`src/hdl/sed_pkg.sv`:
```
// Shared types and constants for the string escape decoder.
// Depends on nothing; imported by string_escape_decoder_unit.
package sed_pkg;

	typedef enum logic [2:0] {
		PH_NORMAL = 3'd0,
		PH_ESCAPE = 3'd1,
		PH_HEX    = 3'd2,
		PH_OCTAL  = 3'd3
	} phase_t;

	// One decoded result word as it sits in the output queue.
	typedef struct packed {
		logic [7:0] data;
		logic       present;
		logic       last;
		logic       fin;
	} result_t;

	localparam logic [7:0] CH_BACKSLASH = 8'h5C;
	localparam logic [7:0] CH_QUOTE     = 8'h22;
	localparam logic [7:0] CH_NEWLINE   = 8'h0A;
	localparam logic [7:0] CH_X         = 8'h78;
	localparam logic [7:0] CH_N         = 8'h6E;
	localparam logic [7:0] CH_T         = 8'h74;
	localparam logic [7:0] CH_V         = 8'h76;
	localparam logic [7:0] CH_F         = 8'h66;
	localparam logic [7:0] CH_A         = 8'h61;

	localparam logic [7:0] CTL_NL  = 8'd10;
	localparam logic [7:0] CTL_TAB = 8'd9;
	localparam logic [7:0] CTL_VT  = 8'd11;
	localparam logic [7:0] CTL_FF  = 8'd12;
	localparam logic [7:0] CTL_BEL = 8'd7;

	localparam logic [1:0] HEX_DIGITS_MAX   = 2'd2;
	localparam logic [1:0] OCTAL_DIGITS_MAX = 2'd3;

endpackage

```
`src/hdl/string_escape_decoder_unit.sv`:
```
// String literal escape decoder: input register, decode logic, two-word result queue.
// An accepted word is held in the input register, decoded, and written to the result queue that drives out_*.
// Throughput: one input word per cycle while the result queue has room; an input that yields
// two result words needs both queue entries free, so it waits behind a word still queued.
// Reset (arst_n low): escape state returns to normal, input stage and result queue empty.
// Depends on sed_pkg.
module string_escape_decoder_unit
	import sed_pkg::*;
(
	input  logic       clk,
	input  logic       arst_n,
	input  logic       in_valid,
	output logic       in_ready,
	input  logic [7:0] in_byte,
	input  logic       final_byte,
	output logic       out_valid,
	input  logic       out_ready,
	output logic [7:0] out_byte,
	output logic       byte_present,
	output logic       run_last,
	output logic       text_end
);

	// ---------------------------------------------------------------
	// Input register stage
	// ---------------------------------------------------------------
	logic       valid_s1;
	logic [7:0] byte_s1;
	logic       fin_s1;

	// Escape state
	phase_t     phase_q;
	logic [7:0] pend_q;
	logic [1:0] digits_q;

	// Result queue: entry 0 is the head
	result_t    head_q, tail_q;
	logic [1:0] cnt_q;

	// Decode outputs
	logic [1:0] n_res;
	logic [7:0] r0, r1;
	logic       r0_present;
	phase_t     phase_d;
	logic [7:0] pend_d;
	logic [1:0] digits_d;

	logic       pop, adv;
	logic [1:0] avail, free_slots;
	result_t    head_d, tail_d;
	logic [1:0] cnt_d;

	// ---------------------------------------------------------------
	// Character classes
	// ---------------------------------------------------------------
	function automatic logic is_octal(input logic [7:0] c);
		return c[7:3] == 5'b00110;
	endfunction

	function automatic logic [4:0] hex_digit(input logic [7:0] c);
		// bit 4 flags a valid hex digit, bits 3:0 hold its value
		logic [4:0] r;
		r = 5'd0;
		if (c >= 8'h30 && c <= 8'h39) begin
			r = {1'b1, c[3:0]};
		end else if ((c >= 8'h61 && c <= 8'h66) || (c >= 8'h41 && c <= 8'h46)) begin
			r = {1'b1, c[3:0] + 4'd9};
		end
		return r;
	endfunction

	function automatic logic [8:0] control_for(input logic [7:0] c);
		// bit 8 flags a known control escape
		logic [8:0] r;
		r = 9'd0;
		case (c)
			CH_N:         r = {1'b1, CTL_NL};
			CH_T:         r = {1'b1, CTL_TAB};
			CH_BACKSLASH: r = {1'b1, CH_BACKSLASH};
			CH_QUOTE:     r = {1'b1, CH_QUOTE};
			CH_V:         r = {1'b1, CTL_VT};
			CH_F:         r = {1'b1, CTL_FF};
			CH_A:         r = {1'b1, CTL_BEL};
			default:      r = 9'd0;
		endcase
		return r;
	endfunction

	// ---------------------------------------------------------------
	// Decode: one word in, up to two result bytes out, next escape state
	// ---------------------------------------------------------------
	always_comb begin
		logic [4:0] hd;
		logic [8:0] ctl;
		logic [7:0] nv;
		logic [1:0] nd;
		logic       plain;      // run the plain-byte path on byte_s1
		logic       plain_slot; // result slot the plain byte lands in

		hd         = hex_digit(byte_s1);
		ctl        = control_for(byte_s1);
		nv         = 8'd0;
		nd         = 2'd0;
		plain      = 1'b0;
		plain_slot = 1'b0;
		n_res      = 2'd0;
		r0         = 8'd0;
		r1         = 8'd0;
		r0_present = 1'b1;
		phase_d    = PH_NORMAL;
		pend_d     = 8'd0;
		digits_d   = 2'd0;

		case (phase_q)
			PH_ESCAPE: begin
				if (ctl[8]) begin
					r0    = ctl[7:0];
					n_res = 2'd1;
				end else if (byte_s1 == CH_X) begin
					if (fin_s1) begin
						r0    = CH_X;
						n_res = 2'd1;
					end else begin
						phase_d = PH_HEX;
					end
				end else if (is_octal(byte_s1)) begin
					if (fin_s1) begin
						r0    = {5'd0, byte_s1[2:0]};
						n_res = 2'd1;
					end else begin
						phase_d  = PH_OCTAL;
						pend_d   = {5'd0, byte_s1[2:0]};
						digits_d = 2'd1;
					end
				end else if (byte_s1 != CH_NEWLINE) begin
					r0    = byte_s1;
					n_res = 2'd1;
				end
			end
			PH_HEX: begin
				if (hd[4]) begin
					nv = {pend_q[3:0], hd[3:0]};
					nd = digits_q + 2'd1;
					if (nd >= HEX_DIGITS_MAX || fin_s1) begin
						r0    = nv;
						n_res = 2'd1;
					end else begin
						phase_d  = PH_HEX;
						pend_d   = nv;
						digits_d = nd;
					end
				end else begin
					// flush the open escape, then treat the byte as plain
					r0         = (digits_q != 2'd0) ? pend_q : CH_X;
					n_res      = 2'd1;
					plain      = 1'b1;
					plain_slot = 1'b1;
				end
			end
			PH_OCTAL: begin
				if (is_octal(byte_s1)) begin
					nv = {pend_q[4:0], byte_s1[2:0]};
					nd = digits_q + 2'd1;
					if (nd >= OCTAL_DIGITS_MAX || fin_s1) begin
						r0    = nv;
						n_res = 2'd1;
					end else begin
						phase_d  = PH_OCTAL;
						pend_d   = nv;
						digits_d = nd;
					end
				end else begin
					r0         = pend_q;
					n_res      = 2'd1;
					plain      = 1'b1;
					plain_slot = 1'b1;
				end
			end
			default: begin
				plain = 1'b1;
			end
		endcase

		if (plain) begin
			if (byte_s1 == CH_BACKSLASH && !fin_s1) begin
				phase_d = PH_ESCAPE;
			end else if (plain_slot) begin
				r1    = byte_s1;
				n_res = 2'd2;
			end else begin
				r0    = byte_s1;
				n_res = 2'd1;
			end
		end

		// end of text: drop all escape state, always give at least one result
		if (fin_s1) begin
			phase_d  = PH_NORMAL;
			pend_d   = 8'd0;
			digits_d = 2'd0;
			if (n_res == 2'd0) begin
				r0         = 8'd0;
				r0_present = 1'b0;
				n_res      = 2'd1;
			end
		end
	end

	// ---------------------------------------------------------------
	// Handshake and queue bookkeeping
	// ---------------------------------------------------------------
	assign pop        = out_valid && out_ready;
	assign avail      = cnt_q - {1'b0, pop};
	assign free_slots = 2'd2 - avail;
	assign adv        = valid_s1 && (n_res <= free_slots);
	// take a new word whenever the input stage empties this cycle
	assign in_ready   = !valid_s1 || adv;

	always_comb begin
		result_t e0, e1;
		e0 = '{data: r0, present: r0_present, last: (n_res == 2'd1), fin: fin_s1};
		e1 = '{data: r1, present: 1'b1, last: 1'b1, fin: fin_s1};

		head_d = pop ? tail_q : head_q;
		tail_d = tail_q;
		cnt_d  = avail;
		if (adv && n_res != 2'd0) begin
			if (n_res == 2'd2) begin
				head_d = e0;
				tail_d = e1;
			end else if (avail == 2'd0) begin
				head_d = e0;
			end else begin
				tail_d = e0;
			end
			cnt_d = avail + n_res;
		end
	end

	// ---------------------------------------------------------------
	// Registers
	// ---------------------------------------------------------------
	always_ff @(posedge clk or negedge arst_n) begin
		if (!arst_n) begin
			valid_s1 <= 1'b0;
			phase_q  <= PH_NORMAL;
			pend_q   <= 8'd0;
			digits_q <= 2'd0;
			cnt_q    <= 2'd0;
		end else begin
			if (in_ready) begin
				valid_s1 <= in_valid;
			end
			if (adv) begin
				phase_q  <= phase_d;
				pend_q   <= pend_d;
				digits_q <= digits_d;
			end
			cnt_q <= cnt_d;
		end
	end

	// payload: hold unless loaded
	always_ff @(posedge clk) begin
		if (in_valid && in_ready) begin
			byte_s1 <= in_byte;
			fin_s1  <= final_byte;
		end
		head_q <= head_d;
		tail_q <= tail_d;
	end

	assign out_valid    = cnt_q != 2'd0;
	assign out_byte     = head_q.data;
	assign byte_present = head_q.present;
	assign run_last     = head_q.last;
	assign text_end     = head_q.fin;

	// ---------------------------------------------------------------
	// Assertions
	// ---------------------------------------------------------------
	a_cnt_range: assert property (@(posedge clk) disable iff (!arst_n)
		cnt_q != 2'd3)
		else $error("result queue count out of range");

	a_pair_whole: assert property (@(posedge clk) disable iff (!arst_n)
		out_valid && !run_last |-> cnt_q == 2'd2)
		else $error("first word of a pair shown without its partner");

	a_empty_final: assert property (@(posedge clk) disable iff (!arst_n)
		out_valid && !byte_present |-> run_last && text_end)
		else $error("empty result word outside a final step");

	a_final_clears: assert property (@(posedge clk) disable iff (!arst_n)
		adv && fin_s1 |=> phase_q == PH_NORMAL && digits_q == 2'd0 && pend_q == 8'd0)
		else $error("escape state not cleared after final word");

endmodule

```
`config.mk`:
```
export PLATFORM = sky130hd
export DESIGN_NAME = string_escape_decoder_unit
export DESIGN_NICKNAME = d
export VERILOG_FILES = /design/src/hdl/sed_pkg.sv /design/src/hdl/string_escape_decoder_unit.sv
export SDC_FILE = /design/constraint.sdc
export NUM_CORES = 1
export LEC_CHECK = 0
export ABC_AREA = 0
export BUFFER_PORTS_ARGS = -buffer_cell sky130_fd_sc_hd__buf_4
export CELL_PAD_IN_SITES_DETAIL_PLACEMENT = 1
export CELL_PAD_IN_SITES_GLOBAL_PLACEMENT = 1
export CORE_MARGIN = 1
export CORE_UTILIZATION = 26
export CTS_CLUSTER_DIAMETER = 30
export DETAILED_ROUTE_END_ITERATION = 6
export PLACE_DENSITY = 0.56
export SLEW_MARGIN = 20
export SYNTH_ARGS = -nofsm -noshare
export SYNTH_HDL_FRONTEND = slang
export SYNTH_SLANG_ARGS = --single-unit
```
`constraint.sdc`:
```
create_clock -name clk -period 5.65 [get_ports clk]
set_input_delay 0.2825 -clock clk [delete_from_list [all_inputs] [get_ports clk]]
set_output_delay 0.2825 -clock clk [all_outputs]
set_load 0.01 [all_outputs]
```
==> impl_metrics.env <==
export IMPL_cp_num_cells=15
export IMPL_dp_hpwl_um=7485
export IMPL_n_antenna_cell=0
export IMPL_grt_max_degree=27
export IMPL_ys_seq_area_frac=0.3683
export IMPL_path_delay_family="simple AND/OR/NAND/NOR gates"
export IMPL_cp_data_required_time_ps=5580
export IMPL_crit_path_max_fanout=14
export IMPL_synth_area_um2=3248
export IMPL_vias=2862
export IMPL_coreArea_um2=12110
export IMPL_async_reset_ff_frac=0.3261
export IMPL_syn_nets=394
export IMPL_h_tree_depth=2
export IMPL_fin_nets=405
export IMPL_firstDrtPassIters=5
export IMPL_p_leak_nw=1.470
export IMPL_p_comb_frac=0.468
export IMPL_crit_type="reg -> reg"
export IMPL_powerDensity_nw_per_um2=441.8
export IMPL_overflow=0
export IMPL_maxSlewViolCount=0
export IMPL_top_layer="met4"
export IMPL_die_area_um2=12940
export IMPL_portBuffers=25
export IMPL_drtAntennaViolNets=0
export IMPL_cpPeakStageDelay_ps=580
export IMPL_cts_tree="yes"
export IMPL_min_period_over_period=0.8632
export IMPL_antenna_found_initial=0
export IMPL_synth_cell_type_count=63
export IMPL_period_minus_slack_ps=4877
export IMPL_synth_ff_type="edfxtp_1"
export IMPL_io_pins=26
export IMPL_synth_avg_cell_area_um2=8.779
export IMPL_final_core_util=0.3076
export IMPL_ys_seq_elements=46
export IMPL_p_seq_frac=0.348
export IMPL_clkSinkCount=46
export IMPL_route_met3_wl_um=337
export IMPL_path_cells="inv_1 > ha_1 > or3b_2 > nor4_1 > a21oi_1 > a21oi_1 > o21bai_1 > and2_1 > ha_1 > nand2b_1 > o21ai_0 > o21ai_1 > o21ai_0 > nand2_1 > and2_1"
export IMPL_fp_row_count=40
export IMPL_postRouteWirelength_um=10030
export IMPL_hold_path_class="in -> reg"
export IMPL_pwr_share_clk=0.184
export IMPL_die_height_um=113.8
export IMPL_slowest_stage="edfxtp_1"
export IMPL_skew_ps=6.073
export IMPL_worstPathArrival_ps=4800
export IMPL_hold_violations=0
export IMPL_cp_start_kind="flop"
export IMPL_status="finished clean"
export IMPL_dieWidth_um=113.8
export IMPL_reg2reg_depth=15
export IMPL_finalWeightedCongestion=0.8215
export IMPL_drc=0
export IMPL_wl_per_cell_um=18.24
export IMPL_fmax_mhz=205.0
export IMPL_grtUsageTotal=0.1593
export IMPL_clkLatencyLatePin_ps=290
export IMPL_layout_common_cells="35 x nand2_1, 31 x a21oi_1, 30 x buf_4"
export IMPL_cts_resized_gates=0
export IMPL_start_util=0.2682
export IMPL_vdd_drop_max_uv=105.7
export IMPL_drive_gt1_frac=0.1702
export IMPL_final_common_cell="nand2_1"
export IMPL_swShare=0.4052
export IMPL_drv_cap=0
export IMPL_p_int_uw=979.1
export IMPL_grt_pass1_wl_um=16060
export IMPL_numCtsBuffers=5
export IMPL_root_buffer="clkbuf_16"
export IMPL_wl_met2_um=4607
export IMPL_relSlewSlack=0.4388
export IMPL_power_switching_uw=667.0
export IMPL_worst_slew_pin_slew_ps=820.6
export IMPL_wirelength_met1_um=4879
export IMPL_syn_instance_count=370
export IMPL_holdPathStages=1
export IMPL_fin_setup_tns_ps=0
export IMPL_rsz0062_at_grt="false"
export IMPL_clk_path_buf_depth=2
export IMPL_fill_cells=1475
export IMPL_crit_path_end_kind="flop"
export IMPL_syn_to_final_growth_pct=14.71
export IMPL_drtIter0Drc=146
export IMPL_yosysWarnings=0
export IMPL_viasPerCell=5.204
export IMPL_synth_edff_count=20
export IMPL_grt_pass1_vias=2920
export IMPL_cp_num_buf_inv=1
export IMPL_setup_viol=0
export IMPL_cts_clk_slew_worst_paths_ps=70
worst register-to-register path, delay by kind of cell (launching register included):
kind	cells	cell delay [ps]
compound gates	6	1310
fa+ha+maj	2	520
buf+inv	1	190
flops	1	580
simple gates	6	1920
power by group through the flow:
stage	sequential, mW	combinational [mW]	clock, mW
detailed placement	0.580	0.782	0
global route	0.589	0.854	0.324
finish	0.572	0.771	0.303
global placement	0.578	0.762	0
CTS	0.573	0.783	0.313
floorplan	0.554	0.568	0
per-stage QoR:
step                      total power [mW]  hold slack (ps)  instance area, um^2  setup slack, ps  instances
after global routing                 1.767            156.6                 3726            412.9        550
after detailed placement             1.363            163.9                 3563            743.3        541
final                                1.646            163.7                 3726            772.9        550
after CTS                            1.670            159.3                 3720            735.7        550
after global placement               1.340            159.2                 3560            888.8        541
after floorplan                      1.122           -13.09                 3248             1292        370
logic make-up after synthesis:
| group | synth area share |
|---|---|
| buffers and inverters | 0.05084 |
| adders and majority gates | 0.04237 |
| AOI/OAI and AO/OA | 0.2130 |
| muxes | 0.09399 |
| DFF | 0.3683 |
| xor gates and xnor gates | 0.005394 |
| and+or+nand+nor | 0.2261 |
area by class of cell:
type / count / area (um^2) / share of cell area
clock buffers: 5 / 125.1 / 0.03358
clock inverters: 3 / 21.27 / 0.005709
inverters: 11 / 41.29 / 0.01108
multi-input cells: 286 / 1897 / 0.5091
flip-flops and latches: 46 / 1196 / 0.3210
well taps: 168 / 210.2 / 0.05641
repair buffers: 31 / 235.2 / 0.06313
cell usage after synthesis, drive strengths merged (4+ instances only):
cell type	instances	area [um^2]
a22oi	8	60.06
a211o	5	45.04
or3	5	31.28
and3	4	25.02
nand3	5	25.02
or2	5	31.28
edfxtp	20	600.6
nand2	35	131.4
dfxtp	11	220.2
clkbuf	18	67.56
and2	4	25.02
nor3	16	85.08
inv	11	41.29
ha	11	137.6
nor2b	4	25.02
nor3b	7	52.55
nand2b	10	62.56
mux2	11	135.1
dfrtp	15	375.4
buf	9	56.30
nor4	6	37.54
o21ai	28	140.1
mux2i	17	170.2
a21oi	32	163.9
nor2	26	97.59
registers in the layout (all words and copies together), names as in the netlist:
signal	flops
byte_present	1
byte_s1	8
cnt_q	2
digits_q	2
fin_s1	1
out_byte	8
pend_q	8
phase_q	2
run_last	1
tail_q	11
text_end	1
valid_s1	1
layer usage:
layer,vias up,global-route usage
met5,-,0
met3,12,0.01860
li1,1387,-
met1,1400,0.2207
met2,63,0.2573
met4,0,0.05455
worst paths after layout:
kind / from / end / slack [ps]
max: byte_s1[0]$_DFFE_PP_ / fin_s1$_DFFE_PP_ / 770
max in group asynchronous: arst_n / phase_q[1]$_DFFE_PN0P_ / 5070
min reg2reg: digits_q[0]$_DFFE_PN0P_ / digits_q[0]$_DFFE_PN0P_ / 490
max reg2reg: byte_s1[0]$_DFFE_PP_ / fin_s1$_DFFE_PP_ / 770
min in group asynchronous: arst_n / pend_q[1]$_DFFE_PN0P_ / 390
min: in_byte[1] / byte_s1[1]$_DFFE_PP_ / 160
what timing repair did:
action	in CTS	in global routing
hold endpoints to repair	15	0
hold buffers	1	0
setup buffers	0	0
(Power assumes the default switching activity.)
